==> config.mk <==
export PLATFORM = sky130hd
export DESIGN_NAME = time_weighted_activity_stats_top
export DESIGN_NICKNAME = d
export VERILOG_FILES = /design/src/rtl/core/twas_pkg.sv /design/src/rtl/core/time_weighted_activity_stats_top.sv /design/src/rtl/core/twas_div.sv
export VERILOG_INCLUDE_DIRS = /design/src /design/src/rtl/core
export SDC_FILE = /design/constraint.sdc
export NUM_CORES = 2
export LEC_CHECK = 0
export ABC_AREA = 1
export ABC_CLOCK_PERIOD_IN_PS = 17300
export BUFFER_PORTS_ARGS = -buffer_cell sky130_fd_sc_hd__buf_4
export CORE_UTILIZATION = 32
export CTS_CLUSTER_DIAMETER = 150
export CTS_CLUSTER_SIZE = 8
export DETAILED_ROUTE_END_ITERATION = 10
export PLACE_DENSITY_LB_ADDON = 0.08
export RECOVER_POWER = 50
export SLEW_MARGIN = 5
export SYNTH_ARGS = -nofsm -noshare
export SYNTH_HDL_FRONTEND = slang
export SYNTH_HIERARCHICAL = 1
export SYNTH_SLANG_ARGS = --single-unit
==> constraint.sdc <==
create_clock -name clock -period 17.3 [get_ports clock]
set_input_delay 0.865 -clock clock [delete_from_list [all_inputs] [get_ports clock]]
set_output_delay 0.865 -clock clock [all_outputs]
set_load 0.02 [all_outputs]
==> src/rtl/core/time_weighted_activity_stats_top_macros.svh <==
// ----------------------------------------------------------------------------
// Assertion macros for the activity statistics block
// Both macros check on the rising clock edge and hold off while reset is high.
// ----------------------------------------------------------------------------
`ifndef TIME_WEIGHTED_ACTIVITY_STATS_TOP_MACROS_SVH
`define TIME_WEIGHTED_ACTIVITY_STATS_TOP_MACROS_SVH

`ifndef NO_ASSERTIONS
`define TWAS_ASSERT_IMPL(label, ante, cons) \
   label: assert property (@(posedge clock) disable iff (reset) (ante) |-> (cons)) \
      else $error("twas assertion failed");
`define TWAS_ASSERT_NEXT(label, ante, cons) \
   label: assert property (@(posedge clock) disable iff (reset) (ante) |=> (cons)) \
      else $error("twas assertion failed");
`else
`define TWAS_ASSERT_IMPL(label, ante, cons)
`define TWAS_ASSERT_NEXT(label, ante, cons)
`endif

`endif

==> src/rtl/core/twas_pkg.sv <==
// ----------------------------------------------------------------------------
// Activity statistics package
// Shared codes, widths, handshake structs and saturating adders.
// ----------------------------------------------------------------------------
package twas_pkg;

   localparam int SUM_W    = 64;
   localparam int TOT_W    = 32;
   localparam int QUOT_W   = 16;
   localparam int DIV_CNT_W = $clog2(QUOT_W + 1);

   localparam logic [1:0] OP_UPDATE = 2'd0;
   localparam logic [1:0] OP_START  = 2'd1;
   localparam logic [1:0] OP_STOP   = 2'd2;

   localparam logic [1:0] SESS_IDLE = 2'd0;
   localparam logic [1:0] SESS_REC  = 2'd1;
   localparam logic [1:0] SESS_STOP = 2'd2;

   localparam logic [1:0] MUL_SPEED = 2'd0;
   localparam logic [1:0] MUL_RATE  = 2'd1;
   localparam logic [1:0] MUL_POWER = 2'd2;
   localparam logic [1:0] MUL_LAST  = 2'd3;

   localparam logic [1:0] MEAN_SPEED = 2'd0;
   localparam logic [1:0] MEAN_RATE  = 2'd1;
   localparam logic [1:0] MEAN_POWER = 2'd2;

   typedef enum logic [4:0] {
      ST_IDLE    = 5'b00001,
      ST_MUL     = 5'b00010,
      ST_DIVGO   = 5'b00100,
      ST_DIVWAIT = 5'b01000,
      ST_DONE    = 5'b10000
   } seq_state_type;

   typedef struct packed {
      logic              start;
      logic [SUM_W-1:0]  dividend;
      logic [TOT_W-1:0]  divisor;
   } div_req_type;

   typedef struct packed {
      logic              done;
      logic [QUOT_W-1:0] quotient;
   } div_rsp_type;

   function automatic logic [TOT_W-1:0] sat_add32(input logic [TOT_W-1:0] a,
                                                   input logic [TOT_W-1:0] b);
      logic [TOT_W:0] s;
      s = {1'b0, a} + {1'b0, b};
      return s[TOT_W] ? '1 : s[TOT_W-1:0];
   endfunction

   function automatic logic [SUM_W-1:0] sat_add64(input logic [SUM_W-1:0] a,
                                                   input logic [TOT_W-1:0] b);
      logic [SUM_W:0] s;
      s = {1'b0, a} + {{(SUM_W-TOT_W+1){1'b0}}, b};
      return s[SUM_W] ? '1 : s[SUM_W-1:0];
   endfunction

endpackage

==> src/rtl/core/time_weighted_activity_stats_top.sv <==
// Start, stop and rejected items pass from acceptance to the done state, then to the result register.
// An update passes through the shared multiplier and adder, then up to three
// serial 16-step divisions in the shared divider.
// One item is in work at a time; a new item is taken while a result waits.
// Reset is synchronous and active high; it clears the session to idle and zero.
// ----------------------------------------------------------------------------
// Activity statistics top level
// Session sequencer with saturating totals, time-weighted sums, peaks and means.
// ----------------------------------------------------------------------------
`include "time_weighted_activity_stats_top_macros.svh"

module time_weighted_activity_stats_top
   import twas_pkg::*;
(
   input  logic        clock,
   input  logic        reset,
   input  logic        req_valid,
   output logic        req_stall,
   input  logic [1:0]  req_operation,
   input  logic signed [15:0] req_step_ms,
   input  logic [15:0] req_speed_in,
   input  logic [15:0] req_rate_in,
   input  logic [15:0] req_power_in,
   input  logic [15:0] req_distance_step,
   input  logic [15:0] req_stroke_step,
   input  logic        req_speed_ok,
   input  logic        req_rate_ok,
   input  logic [31:0] req_stamp,
   output logic        rsp_valid,
   input  logic        rsp_stall,
   output logic        rsp_status,
   output logic [1:0]  rsp_session_state,
   output logic [31:0] rsp_total_distance,
   output logic [31:0] rsp_total_strokes,
   output logic [31:0] rsp_duration,
   output logic [15:0] rsp_peak_speed,
   output logic [15:0] rsp_peak_rate,
   output logic [15:0] rsp_mean_speed,
   output logic [15:0] rsp_mean_rate,
   output logic [15:0] rsp_mean_power,
   output logic [31:0] rsp_began_at,
   output logic [31:0] rsp_ended_at
);

   seq_state_type state_ff, state_in;
   logic [1:0]    cnt_ff, cnt_in;
   logic [1:0]    idx_ff, idx_in;
   logic          status_ff, status_in;

   logic [14:0]   dt_ff, dt_in;
   logic [15:0]   spd_ff, spd_in, rte_ff, rte_in, pwr_ff, pwr_in;
   logic [15:0]   dist_ff, dist_in, strk_ff, strk_in;
   logic          sok_ff, sok_in, rok_ff, rok_in;
   logic [30:0]   prod_ff, prod_in;

   logic [1:0]       run_state_ff, run_state_in;
   logic [TOT_W-1:0] dist_tot_ff, dist_tot_in, strk_tot_ff, strk_tot_in;
   logic [TOT_W-1:0] time_tot_ff, time_tot_in;
   logic [TOT_W-1:0] spd_time_ff, spd_time_in, rte_time_ff, rte_time_in;
   logic [SUM_W-1:0] spd_sum_ff, spd_sum_in, rte_sum_ff, rte_sum_in;
   logic [SUM_W-1:0] pwr_sum_ff, pwr_sum_in;
   logic [15:0]      spd_peak_ff, spd_peak_in, rte_peak_ff, rte_peak_in;
   logic [15:0]      spd_mean_ff, spd_mean_in, rte_mean_ff, rte_mean_in;
   logic [15:0]      pwr_mean_ff, pwr_mean_in;
   logic [TOT_W-1:0] began_ff, began_in, ended_ff, ended_in;

   logic             rsp_valid_ff, rsp_valid_in;
   logic             rsp_status_ff;
   logic [1:0]       rsp_state_ff;
   logic [TOT_W-1:0] rsp_dist_ff, rsp_strk_ff, rsp_dur_ff, rsp_began_ff, rsp_ended_ff;
   logic [15:0]      rsp_spk_ff, rsp_rpk_ff, rsp_smean_ff, rsp_rmean_ff, rsp_pmean_ff;

   logic             req_accept;
   logic             rsp_load;
   logic [15:0]      mul_a;
   logic [30:0]      mul_full;
   logic [TOT_W-1:0] div_weight;
   logic [SUM_W-1:0] div_sum;
   logic [TOT_W-1:0] dt_ext;
   div_req_type      div_req;
   div_rsp_type      div_rsp;

   assign req_stall  = (state_ff != ST_IDLE);
   assign req_accept = req_valid && !req_stall;
   assign dt_ext     = {{(TOT_W-15){1'b0}}, dt_ff};

   always_comb begin
      unique case (cnt_ff)
         MUL_SPEED: mul_a = spd_ff;
         MUL_RATE:  mul_a = rte_ff;
         default:   mul_a = pwr_ff;
      endcase
   end

   assign mul_full = 31'(mul_a) * 31'(dt_ff);

   always_comb begin
      unique case (idx_ff)
         MEAN_SPEED: begin
            div_weight = spd_time_ff;
            div_sum    = spd_sum_ff;
         end
         MEAN_RATE: begin
            div_weight = rte_time_ff;
            div_sum    = rte_sum_ff;
         end
         default: begin
            div_weight = time_tot_ff;
            div_sum    = pwr_sum_ff;
         end
      endcase
   end

   always_comb begin
      state_in     = state_ff;
      cnt_in       = cnt_ff;
      idx_in       = idx_ff;
      status_in    = status_ff;
      dt_in        = dt_ff;
      spd_in       = spd_ff;
      rte_in       = rte_ff;
      pwr_in       = pwr_ff;
      dist_in      = dist_ff;
      strk_in      = strk_ff;
      sok_in       = sok_ff;
      rok_in       = rok_ff;
      prod_in      = prod_ff;
      run_state_in = run_state_ff;
      dist_tot_in  = dist_tot_ff;
      strk_tot_in  = strk_tot_ff;
      time_tot_in  = time_tot_ff;
      spd_time_in  = spd_time_ff;
      rte_time_in  = rte_time_ff;
      spd_sum_in   = spd_sum_ff;
      rte_sum_in   = rte_sum_ff;
      pwr_sum_in   = pwr_sum_ff;
      spd_peak_in  = spd_peak_ff;
      rte_peak_in  = rte_peak_ff;
      spd_mean_in  = spd_mean_ff;
      rte_mean_in  = rte_mean_ff;
      pwr_mean_in  = pwr_mean_ff;
      began_in     = began_ff;
      ended_in     = ended_ff;
      div_req.start    = 1'b0;
      div_req.dividend = div_sum;
      div_req.divisor  = div_weight;
      rsp_load     = 1'b0;

      unique case (state_ff)
         ST_IDLE: begin
            if (req_accept) begin
               dt_in   = req_step_ms[15] ? '0 : req_step_ms[14:0];
               spd_in  = req_speed_in;
               rte_in  = req_rate_in;
               pwr_in  = req_power_in;
               dist_in = req_distance_step;
               strk_in = req_stroke_step;
               sok_in  = req_speed_ok;
               rok_in  = req_rate_ok;
               status_in = 1'b0;
               priority if (req_operation == OP_START) begin
                  dist_tot_in  = '0;
                  strk_tot_in  = '0;
                  time_tot_in  = '0;
                  spd_time_in  = '0;
                  rte_time_in  = '0;
                  spd_sum_in   = '0;
                  rte_sum_in   = '0;
                  pwr_sum_in   = '0;
                  spd_peak_in  = '0;
                  rte_peak_in  = '0;
                  spd_mean_in  = '0;
                  rte_mean_in  = '0;
                  pwr_mean_in  = '0;
                  ended_in     = '0;
                  began_in     = req_stamp;
                  run_state_in = SESS_REC;
                  state_in     = ST_DONE;
               end else if (req_operation == OP_UPDATE && run_state_ff == SESS_REC) begin
                  cnt_in   = MUL_SPEED;
                  state_in = ST_MUL;
               end else if (req_operation == OP_STOP && run_state_ff == SESS_REC) begin
                  ended_in     = req_stamp;
                  run_state_in = SESS_STOP;
                  state_in     = ST_DONE;
               end else begin
                  status_in = 1'b1;
                  state_in  = ST_DONE;
               end
            end
         end
         ST_MUL: begin
            prod_in = mul_full;
            cnt_in  = cnt_ff + 1'b1;
            unique case (cnt_ff)
               MUL_SPEED: begin
                  dist_tot_in = sat_add32(dist_tot_ff, {16'd0, dist_ff});
                  strk_tot_in = sat_add32(strk_tot_ff, {16'd0, strk_ff});
                  time_tot_in = sat_add32(time_tot_ff, dt_ext);
                  if (sok_ff) begin
                     spd_time_in = sat_add32(spd_time_ff, dt_ext);
                     if (spd_ff > spd_peak_ff) begin
                        spd_peak_in = spd_ff;
                     end
                  end
                  if (rok_ff) begin
                     rte_time_in = sat_add32(rte_time_ff, dt_ext);
                     if (rte_ff > rte_peak_ff) begin
                        rte_peak_in = rte_ff;
                     end
                  end
               end
               MUL_RATE: begin
                  if (sok_ff) begin
                     spd_sum_in = sat_add64(spd_sum_ff, {1'b0, prod_ff});
                  end
               end
               MUL_POWER: begin
                  if (rok_ff) begin
                     rte_sum_in = sat_add64(rte_sum_ff, {1'b0, prod_ff});
                  end
               end
               default: begin
                  pwr_sum_in = sat_add64(pwr_sum_ff, {1'b0, prod_ff});
                  idx_in     = MEAN_SPEED;
                  state_in   = ST_DIVGO;
               end
            endcase
         end
         ST_DIVGO: begin
            if (div_weight[TOT_W-1:1] == '0) begin
               if (idx_ff == MEAN_POWER) begin
                  state_in = ST_DONE;
               end else begin
                  idx_in = idx_ff + 1'b1;
               end
            end else begin
               div_req.start = 1'b1;
               state_in      = ST_DIVWAIT;
            end
         end
         ST_DIVWAIT: begin
            if (div_rsp.done) begin
               unique case (idx_ff)
                  MEAN_SPEED: spd_mean_in = div_rsp.quotient;
                  MEAN_RATE:  rte_mean_in = div_rsp.quotient;
                  default:    pwr_mean_in = div_rsp.quotient;
               endcase
               if (idx_ff == MEAN_POWER) begin
                  state_in = ST_DONE;
               end else begin
                  idx_in   = idx_ff + 1'b1;
                  state_in = ST_DIVGO;
               end
            end
         end
         ST_DONE: begin
            if (!rsp_valid_ff || !rsp_stall) begin
               rsp_load = 1'b1;
               state_in = ST_IDLE;
            end
         end
         default: begin
            state_in = ST_IDLE;
         end
      endcase
   end

   assign rsp_valid_in = rsp_load || (rsp_valid_ff && rsp_stall);

   twas_div u_div (
      .clock   (clock),
      .reset   (reset),
      .div_req (div_req),
      .div_rsp (div_rsp)
   );

   always_ff @(posedge clock) begin
      if (reset) begin
         state_ff     <= ST_IDLE;
         cnt_ff       <= '0;
         idx_ff       <= '0;
         rsp_valid_ff <= 1'b0;
         run_state_ff <= SESS_IDLE;
         dist_tot_ff  <= '0;
         strk_tot_ff  <= '0;
         time_tot_ff  <= '0;
         spd_time_ff  <= '0;
         rte_time_ff  <= '0;
         spd_sum_ff   <= '0;
         rte_sum_ff   <= '0;
         pwr_sum_ff   <= '0;
         spd_peak_ff  <= '0;
         rte_peak_ff  <= '0;
         spd_mean_ff  <= '0;
         rte_mean_ff  <= '0;
         pwr_mean_ff  <= '0;
         began_ff     <= '0;
         ended_ff     <= '0;
      end else begin
         state_ff     <= state_in;
         cnt_ff       <= cnt_in;
         idx_ff       <= idx_in;
         rsp_valid_ff <= rsp_valid_in;
         run_state_ff <= run_state_in;
         dist_tot_ff  <= dist_tot_in;
         strk_tot_ff  <= strk_tot_in;
         time_tot_ff  <= time_tot_in;
         spd_time_ff  <= spd_time_in;
         rte_time_ff  <= rte_time_in;
         spd_sum_ff   <= spd_sum_in;
         rte_sum_ff   <= rte_sum_in;
         pwr_sum_ff   <= pwr_sum_in;
         spd_peak_ff  <= spd_peak_in;
         rte_peak_ff  <= rte_peak_in;
         spd_mean_ff  <= spd_mean_in;
         rte_mean_ff  <= rte_mean_in;
         pwr_mean_ff  <= pwr_mean_in;
         began_ff     <= began_in;
         ended_ff     <= ended_in;
      end
   end

   always_ff @(posedge clock) begin
      status_ff <= status_in;
      dt_ff     <= dt_in;
      spd_ff    <= spd_in;
      rte_ff    <= rte_in;
      pwr_ff    <= pwr_in;
      dist_ff   <= dist_in;
      strk_ff   <= strk_in;
      sok_ff    <= sok_in;
      rok_ff    <= rok_in;
      prod_ff   <= prod_in;
      if (rsp_load) begin
         rsp_status_ff <= status_ff;
         rsp_state_ff  <= run_state_ff;
         rsp_dist_ff   <= dist_tot_ff;
         rsp_strk_ff   <= strk_tot_ff;
         rsp_dur_ff    <= time_tot_ff;
         rsp_spk_ff    <= spd_peak_ff;
         rsp_rpk_ff    <= rte_peak_ff;
         rsp_smean_ff  <= spd_mean_ff;
         rsp_rmean_ff  <= rte_mean_ff;
         rsp_pmean_ff  <= pwr_mean_ff;
         rsp_began_ff  <= began_ff;
         rsp_ended_ff  <= ended_ff;
      end
   end

   assign rsp_valid          = rsp_valid_ff;
   assign rsp_status         = rsp_status_ff;
   assign rsp_session_state  = rsp_state_ff;
   assign rsp_total_distance = rsp_dist_ff;
   assign rsp_total_strokes  = rsp_strk_ff;
   assign rsp_duration       = rsp_dur_ff;
   assign rsp_peak_speed     = rsp_spk_ff;
   assign rsp_peak_rate      = rsp_rpk_ff;
   assign rsp_mean_speed     = rsp_smean_ff;
   assign rsp_mean_rate      = rsp_rmean_ff;
   assign rsp_mean_power     = rsp_pmean_ff;
   assign rsp_began_at       = rsp_began_ff;
   assign rsp_ended_at       = rsp_ended_ff;

   `TWAS_ASSERT_IMPL(a_div_done_when_waiting, div_rsp.done, state_ff == ST_DIVWAIT)
   `TWAS_ASSERT_NEXT(a_start_clears, req_accept && req_operation == OP_START, run_state_ff == SESS_REC && dist_tot_ff == '0)
   `TWAS_ASSERT_NEXT(a_means_hold, !req_accept && state_ff != ST_DIVWAIT, $stable(spd_mean_ff) && $stable(pwr_mean_ff))
   `TWAS_ASSERT_IMPL(a_result_from_done, $rose(rsp_valid_ff), $past(state_ff == ST_DONE))

endmodule

==> src/rtl/core/twas_div.sv <==
// ----------------------------------------------------------------------------
// Saturating serial divider
// Divides a 64-bit sum by a 32-bit weight into a 16-bit quotient that clamps
// to all ones, retiring one quotient bit per cycle.
// ----------------------------------------------------------------------------
module twas_div
   import twas_pkg::*;
(
   input  logic        clock,
   input  logic        reset,
   input  div_req_type div_req,
   output div_rsp_type div_rsp
);

   logic                 busy_ff, busy_in;
   logic                 done_ff, done_in;
   logic [DIV_CNT_W-1:0] cnt_ff, cnt_in;
   logic [TOT_W-1:0]     rem_ff, rem_in;
   logic [TOT_W-1:0]     divisor_ff, divisor_in;
   logic [QUOT_W-1:0]    low_ff, low_in;
   logic [QUOT_W-1:0]    quot_ff, quot_in;
   logic [TOT_W:0]       trial;
   logic [TOT_W:0]       diff;
   logic                 fits;

   assign trial = {rem_ff, low_ff[QUOT_W-1]};
   assign diff  = trial - {1'b0, divisor_ff};
   assign fits  = trial >= {1'b0, divisor_ff};

   always_comb begin
      busy_in    = busy_ff;
      done_in    = 1'b0;
      cnt_in     = cnt_ff;
      rem_in     = rem_ff;
      divisor_in = divisor_ff;
      low_in     = low_ff;
      quot_in    = quot_ff;
      if (div_req.start) begin
         if (div_req.dividend[SUM_W-1:QUOT_W]
             >= {{(SUM_W-QUOT_W-TOT_W){1'b0}}, div_req.divisor}) begin
            quot_in = '1;
            done_in = 1'b1;
            busy_in = 1'b0;
         end else begin
            rem_in     = div_req.dividend[TOT_W+QUOT_W-1:QUOT_W];
            low_in     = div_req.dividend[QUOT_W-1:0];
            divisor_in = div_req.divisor;
            quot_in    = '0;
            cnt_in     = DIV_CNT_W'(QUOT_W);
            busy_in    = 1'b1;
         end
      end else if (busy_ff) begin
         rem_in  = fits ? diff[TOT_W-1:0] : trial[TOT_W-1:0];
         low_in  = {low_ff[QUOT_W-2:0], 1'b0};
         quot_in = {quot_ff[QUOT_W-2:0], fits};
         cnt_in  = cnt_ff - 1'b1;
         if (cnt_ff == DIV_CNT_W'(1)) begin
            busy_in = 1'b0;
            done_in = 1'b1;
         end
      end
   end

   always_ff @(posedge clock) begin
      if (reset) begin
         busy_ff <= 1'b0;
         done_ff <= 1'b0;
         cnt_ff  <= '0;
      end else begin
         busy_ff <= busy_in;
         done_ff <= done_in;
         cnt_ff  <= cnt_in;
      end
   end

   always_ff @(posedge clock) begin
      rem_ff     <= rem_in;
      divisor_ff <= divisor_in;
      low_ff     <= low_in;
      quot_ff    <= quot_in;
   end

   assign div_rsp.done     = done_ff;
   assign div_rsp.quotient = quot_ff;

endmodule
# Word-level counts from Yosys, hierarchy flattened

Index checks and enable logic that the tools add are counted.
W data, S select, Z words.

Magnitude comparators: 4
Multipliers: 1
Equal/unequal tests: 35
Muxes and demuxes: 105
Bitwise operators: 1
$add $sub $neg: 12
Reductions and logical operators: 40

Operators by type and width:

| cell                 | number |
|---|---|
| $mux W32             | 21 |
| $mux W64             | 10 |
| $pmux W64 S2         | 4 |
| $pmux W32 S2         | 6 |
| $mux W16             | 20 |
| $add A64 B31 Y65     | 3 |
| $pmux W16 S2         | 6 |
| $add A32 B15 Y33     | 3 |
| $add A32 B16 Y33     | 2 |
| $mux W5              | 12 |
| $ge A48 B32 Y1       | 1 |
| $reduce_and A5 Y1    | 8 |
| $ge A33 B32 Y1       | 1 |
| $gt A16 B16 Y1       | 2 |
| $sub A32 B32 Y32     | 1 |
| $logic_not A31 Y1    | 1 |
| $mul A16 B15 Y31     | 1 |
| $ne A2 B2 Y1 const B | 15 |
| $pmux W5 S5          | 1 |
| $mux W2              | 10 |
| $reduce_and A4 Y1    | 5 |
| $mux W1              | 13 |
| $reduce_and A6 Y1    | 2 |
| $eq A5 B1 Y1 const B | 2 |
| other kinds (24)     | 48 |

Logic and storage cells: 247
Output and inout port bits: 245
Input port bits: 136
Register bits: 983

# Longest topological paths before layout

Word-level depth: 7
Depth in mapped cells: 33

# Hierarchy

The synthesis kept the hierarchy.

By module, submodules not included:

| module                           | area each (um2) | instances | cells each |
|---|---|---|---|
| time_weighted_activity_stats_top | 59343.2         | 1         | 8363 |
| twas_div                         | 7831.3          | 1         | 1073 |

# Least setup slack after synthesis

Ideal clock, no wire load.

Path type: reg-to-reg
Start: register state_ff[0]
End: register rsp_began_ff[0], in the netlist rsp_began_at[0] (enable)
Setup slack: 4.091 ns
Stages on the path, launching flop included: 4
Buffers on the path: 0
Arrival: 12.280 ns
Clock period less this slack: 13.209 ns
Cell sequence: dfxtp_1 > nor2_1 > nand3_1 > a21oi_1

Longest elaborated chain between the ends: 2

Ends and longest elaborated chain:

| element                | RTL line                                | RTL |
|---|---|---|
| start, declared        | time_weighted_activity_stats_top.sv:45  | `seq_state_type state_ff, state_in;` |
| start signal, assigned | time_weighted_activity_stats_top.sv:301 | `state_ff <= state_in;` |
| $eq A5 B5 Y1           | time_weighted_activity_stats_top.sv:149 | `unique case (state_ff)` |
| $mux W1                | time_weighted_activity_stats_top.sv:149 |  |
| net rsp_load           | time_weighted_activity_stats_top.sv:74  | `logic rsp_load;` |
| end signal, assigned   | time_weighted_activity_stats_top.sv:346 | `rsp_began_ff <= began_ff;` |
| end, declared          | time_weighted_activity_stats_top.sv:70  | `logic [TOT_W-1:0] rsp_dist_ff, rsp_strk_ff, rsp_dur_ff, rsp_began_ff, rsp_ended_ff;` |

The timed path passes the listed nets, and every way through them passes these cells.
A chain may end at the register's enable or synchronous reset.

# Worst setup path in the final report

Start: register state_ff[2]
End: register rsp_strk_ff[31], in the netlist rsp_total_strokes[31] (enable)

Longest elaborated chain between the ends: 2

Ends and longest elaborated chain:

| element              | RTL line                                | RTL |
|---|---|---|
| $eq A5 B5 Y1         | time_weighted_activity_stats_top.sv:149 |  |
| $mux W1              | time_weighted_activity_stats_top.sv:149 |  |
| net rsp_load         | time_weighted_activity_stats_top.sv:74  |  |
| end signal, assigned | time_weighted_activity_stats_top.sv:339 | `rsp_strk_ff <= strk_tot_ff;` |
| end, declared        | time_weighted_activity_stats_top.sv:70  |  |

The timed path passes the listed nets, and every way through them passes these cells.

==> reports/results.txt <==
Seq/Total Area, Yosys -> 0.363
gr ovfl total -> 0
area grow syn2layout -> 13.3%
RSZ-0062 raised after global routing -> no
register area -> 24400 µm²
PD cells -> 251 nW/µm²
startpoint class of the critical path -> flip-flop
Nets -> 10400
Critical Path Fanout Max -> 159
Critical Path End Type -> flip-flop
busiest grt layer -> met2
Vias -> 62900
postcts setup bufs -> 0
hold crit path type -> input pin to flip-flop
Final Critical Period -> 9940 ps
Setup Skew -> 59.5 ps
Required @ worst endpoint -> 17710 ps
ys async rst share -> 0
worst rel slew slack -> -5.37
Cell variety after synth -> 59
initial core utilization -> 0.323
Combinational Power Share -> 0.666
top_reg_cell synth -> dfxtp_1
Final setup viols -> 0
Internal -> 9.55 mW
Worst-Skew Late Latency -> 830 ps
Final WS setup -> 7360 ps
Routed WL -> 269000 µm
Mapped Area -> 67200 µm²
TritonCTS clock tree -> built
failing checks -> max-capacitance violations, max-slew violations
cells after synthesis -> 9436
synth warn -> 6
Clock Path Buffers -> 3
slew at the pin closest to its max-slew limit -> 9560 ps
GRT met2 Usage -> 0.411
DIE AREA -> 212000 µm²
Critical Path Slowest Stage Cell -> clkbuf_1
Place WS -> 8670 ps
Post-Syn Nets -> 10100
Hold Fails Final Rpt -> 0
DR iter-0 viols -> 4790
Resized cells post-CTS -> 0
Setup CP Type -> flip-flop to flip-flop
Seq pwr share -> 0.192
multi-input logic area -> 36700 µm²
chip height -> 460 µm
worst path cell trace -> nor2_1 > nand3_1 > a21oi_4 > clkbuf_1 > buf_4 > buf_4
Die X -> 460 µm
Post-synth EDFFs -> 468
CTS Buf Count -> 140
Avg Cell Area, Syn -> 7.12 µm²
total negative slack -> 0 ps
GR Util met1 -> 0.339
# DRC -> 0
status -> finished with violations
Port Buffer Count -> 380
Root Buffer -> clkbuf_16
total track usage -> 0.249
total I/O pin count -> 381
vias in the first global route -> 60500
max cap viols -> 8
share of layout cells above drive strength 1 -> 0.0432
core area -> 208000 µm²
CTS Hold Bufs -> 0
largest net degree at the start of global routing -> 173
Psw -> 9.56 mW
Pre-antenna DRT Iters -> 6
initial antenna violation count -> 9
fmax -> 101 MHz
M3 GR Usage -> 0.0315
Top delay family on crit path -> buffers and inverters
fillers -> 22600
Final Slew Violations -> 402
slowest cell delay on critical path -> 6600 ps
CTS sink cnt -> 983
worst path bufs/invs -> 3
register-to-register path setup slack -> 7360 ps
Net Sw Frac -> 0.500
clock power share -> 0.142
crit-path most repeated cell -> buf_4
CTS clk-pin slew, worst paths -> 60 ps
Final GP Congestion -> 0.960
H-tree depth -> 4
Arr. time, crit path -> 10350 ps
per-cell routed wire length -> 21.3 µm
first-pass GRT wire length -> 397000 µm
maximum VDD drop -> 0.000784 V
Avg Vias per Cell -> 4.98
part of the cycle the worst path needs -> 0.575
post-detail-place hpwl -> 207000 µm
row count -> 167
leak pwr -> 33.3 nW
synthesized flop and latch total -> 983
DRT antenna net count -> 0
## flip-flops by register name, indices dropped and copies added, names as in the netlist, 31 cells and up
name and flops:
pwr_sum_ff 64, rte_sum_ff 64, spd_sum_ff 64, began_ff 32, dist_tot_ff 32, ended_ff 32, rsp_began_at 32, rsp_duration 32
rsp_ended_at 32, rsp_total_distance 32, rsp_total_strokes 32, rte_time_ff 32, spd_time_ff 32, strk_tot_ff 32, time_tot_ff 32, u_div/divisor_ff 32
u_div/rem_ff 32, prod_ff 31
## final timing paths
path / start / to / depth (start not counted)
setup / recovery: state_ff[2] / rsp_total_strokes[31] / 6
hold / removal: req_stroke_step[14] / strk_ff[14] / 1
setup reg to reg: state_ff[2] / rsp_total_strokes[31] / 6
hold reg to reg: status_ff / rsp_status / 0
## synthesized netlist by cell type (all sizes together), types with 8 or more instances
master  count  share of area
a22oi      63         0.0070
fa        189          0.056
ha        371          0.069
clkbuf    180          0.010
a221o      15         0.0022
nand4     104         0.0098
or2        18         0.0017
clkinv     11        0.00061
buf        89         0.0075
nand2    3121           0.18
inv      1322          0.074
nor3      122         0.0094
o21ai     373          0.028
nand3b     36         0.0040
a21boi     10         0.0011
o21bai     29         0.0032
xnor2     143          0.019
nor4       17         0.0016
o22ai       8        0.00075
a21o        9         0.0010
dfxtp     515           0.15
a21oi     751          0.056
xor2       54         0.0070
nor2      861          0.049
nand3     518          0.039
edfxtp    468           0.21
## kinds of logic after synthesis
logic type | Yosys count | synth area share
AO/OA/AOI/OAI | 1281 | 0.103
XOR/XNOR | 197 | 0.0257
AND/OR/NAND/NOR | 4813 | 0.291
adder cells (fa/ha/maj) | 560 | 0.125
buffers and inverters | 1602 | 0.0920
flip-flops | 983 | 0.363
## layout make-up
cell class | count | area share
Antenna cell | 5 | 0.000164
Inverter | 1333 | 0.0658
Sequential cell | 983 | 0.320
Timing Repair Buffer | 444 | 0.0310
Clock inverter | 14 | 0.00437
Clock buffer | 226 | 0.0506
Tap cell | 2788 | 0.0459
Multi-Input combinational cell | 6851 | 0.482
## layer usage
| layer | vias to the layer above | part of all wire |
|---|---|---|
| met5 | - | 0.00025 |
| met2 | 1733 | 0.46 |
| li1 | 30900 | - |
| met1 | 30000 | 0.46 |
| met4 | 8 | 0.029 |
| met3 | 318 | 0.051 |
## power by group through the flow
stage / Combinational, mW / Sequential (mW) / Clock, mW
6_report: 12.7 / 3.67 / 2.70
5_1_grt: 14.4 / 3.69 / 2.89
4_1_cts: 12.8 / 3.66 / 2.80
3_5_place_dp: 12.7 / 3.70 / 0
3_3_place_gp: 12.7 / 3.70 / 0
2_1_floorplan: 9.29 / 3.65 / 0
## cell usage in the layout, fill, tap and decap left out, types with 6 or more instances in the layout
master     count
clkinv_1      11
xnor2_1      143
a21boi_0      10
edfxtp_1     468
o21ai_1       26
nor2_4         7
a221o_1       15
nor2_1       848
o22ai_1        8
a21o_1         9
clkinv_16      6
nand3_2        7
o21ai_0      336
nor3_1       119
clkbuf_16    141
nor4_1        17
clkbuf_4      75
nand4_1      104
dfxtp_1      515
inv_1       1301
a21oi_1      746
a22oi_1       63
inv_2         19
o21bai_1      29
nand3b_1      36
o21ai_2       11
ha_1         370
fa_1         189
clkbuf_1     350
inv_16         6
xor2_1        54
or2_2         17
nand3_1      511
nand2_1     3107
nand2_2       12
o211ai_1       6
buf_4        101
and2_1         7
## through the flow
step / util / instances / power [mW] / hold WS, ps / area (µm²)
after global routing: 0.366 / 12600 / 21.0 / 209 / 76100
after detailed placement: 0.351 / 12400 / 16.4 / 405 / 72900
after global placement: 0.351 / 12400 / 16.4 / 406 / 72900
final: 0.366 / 12600 / 19.1 / 256 / 76100
after floorplan: - / 9436 / 12.9 / 400 / 67200
after CTS: 0.371 / 12600 / 19.3 / 162 / 77100
(Power assumes the default switching activity.)
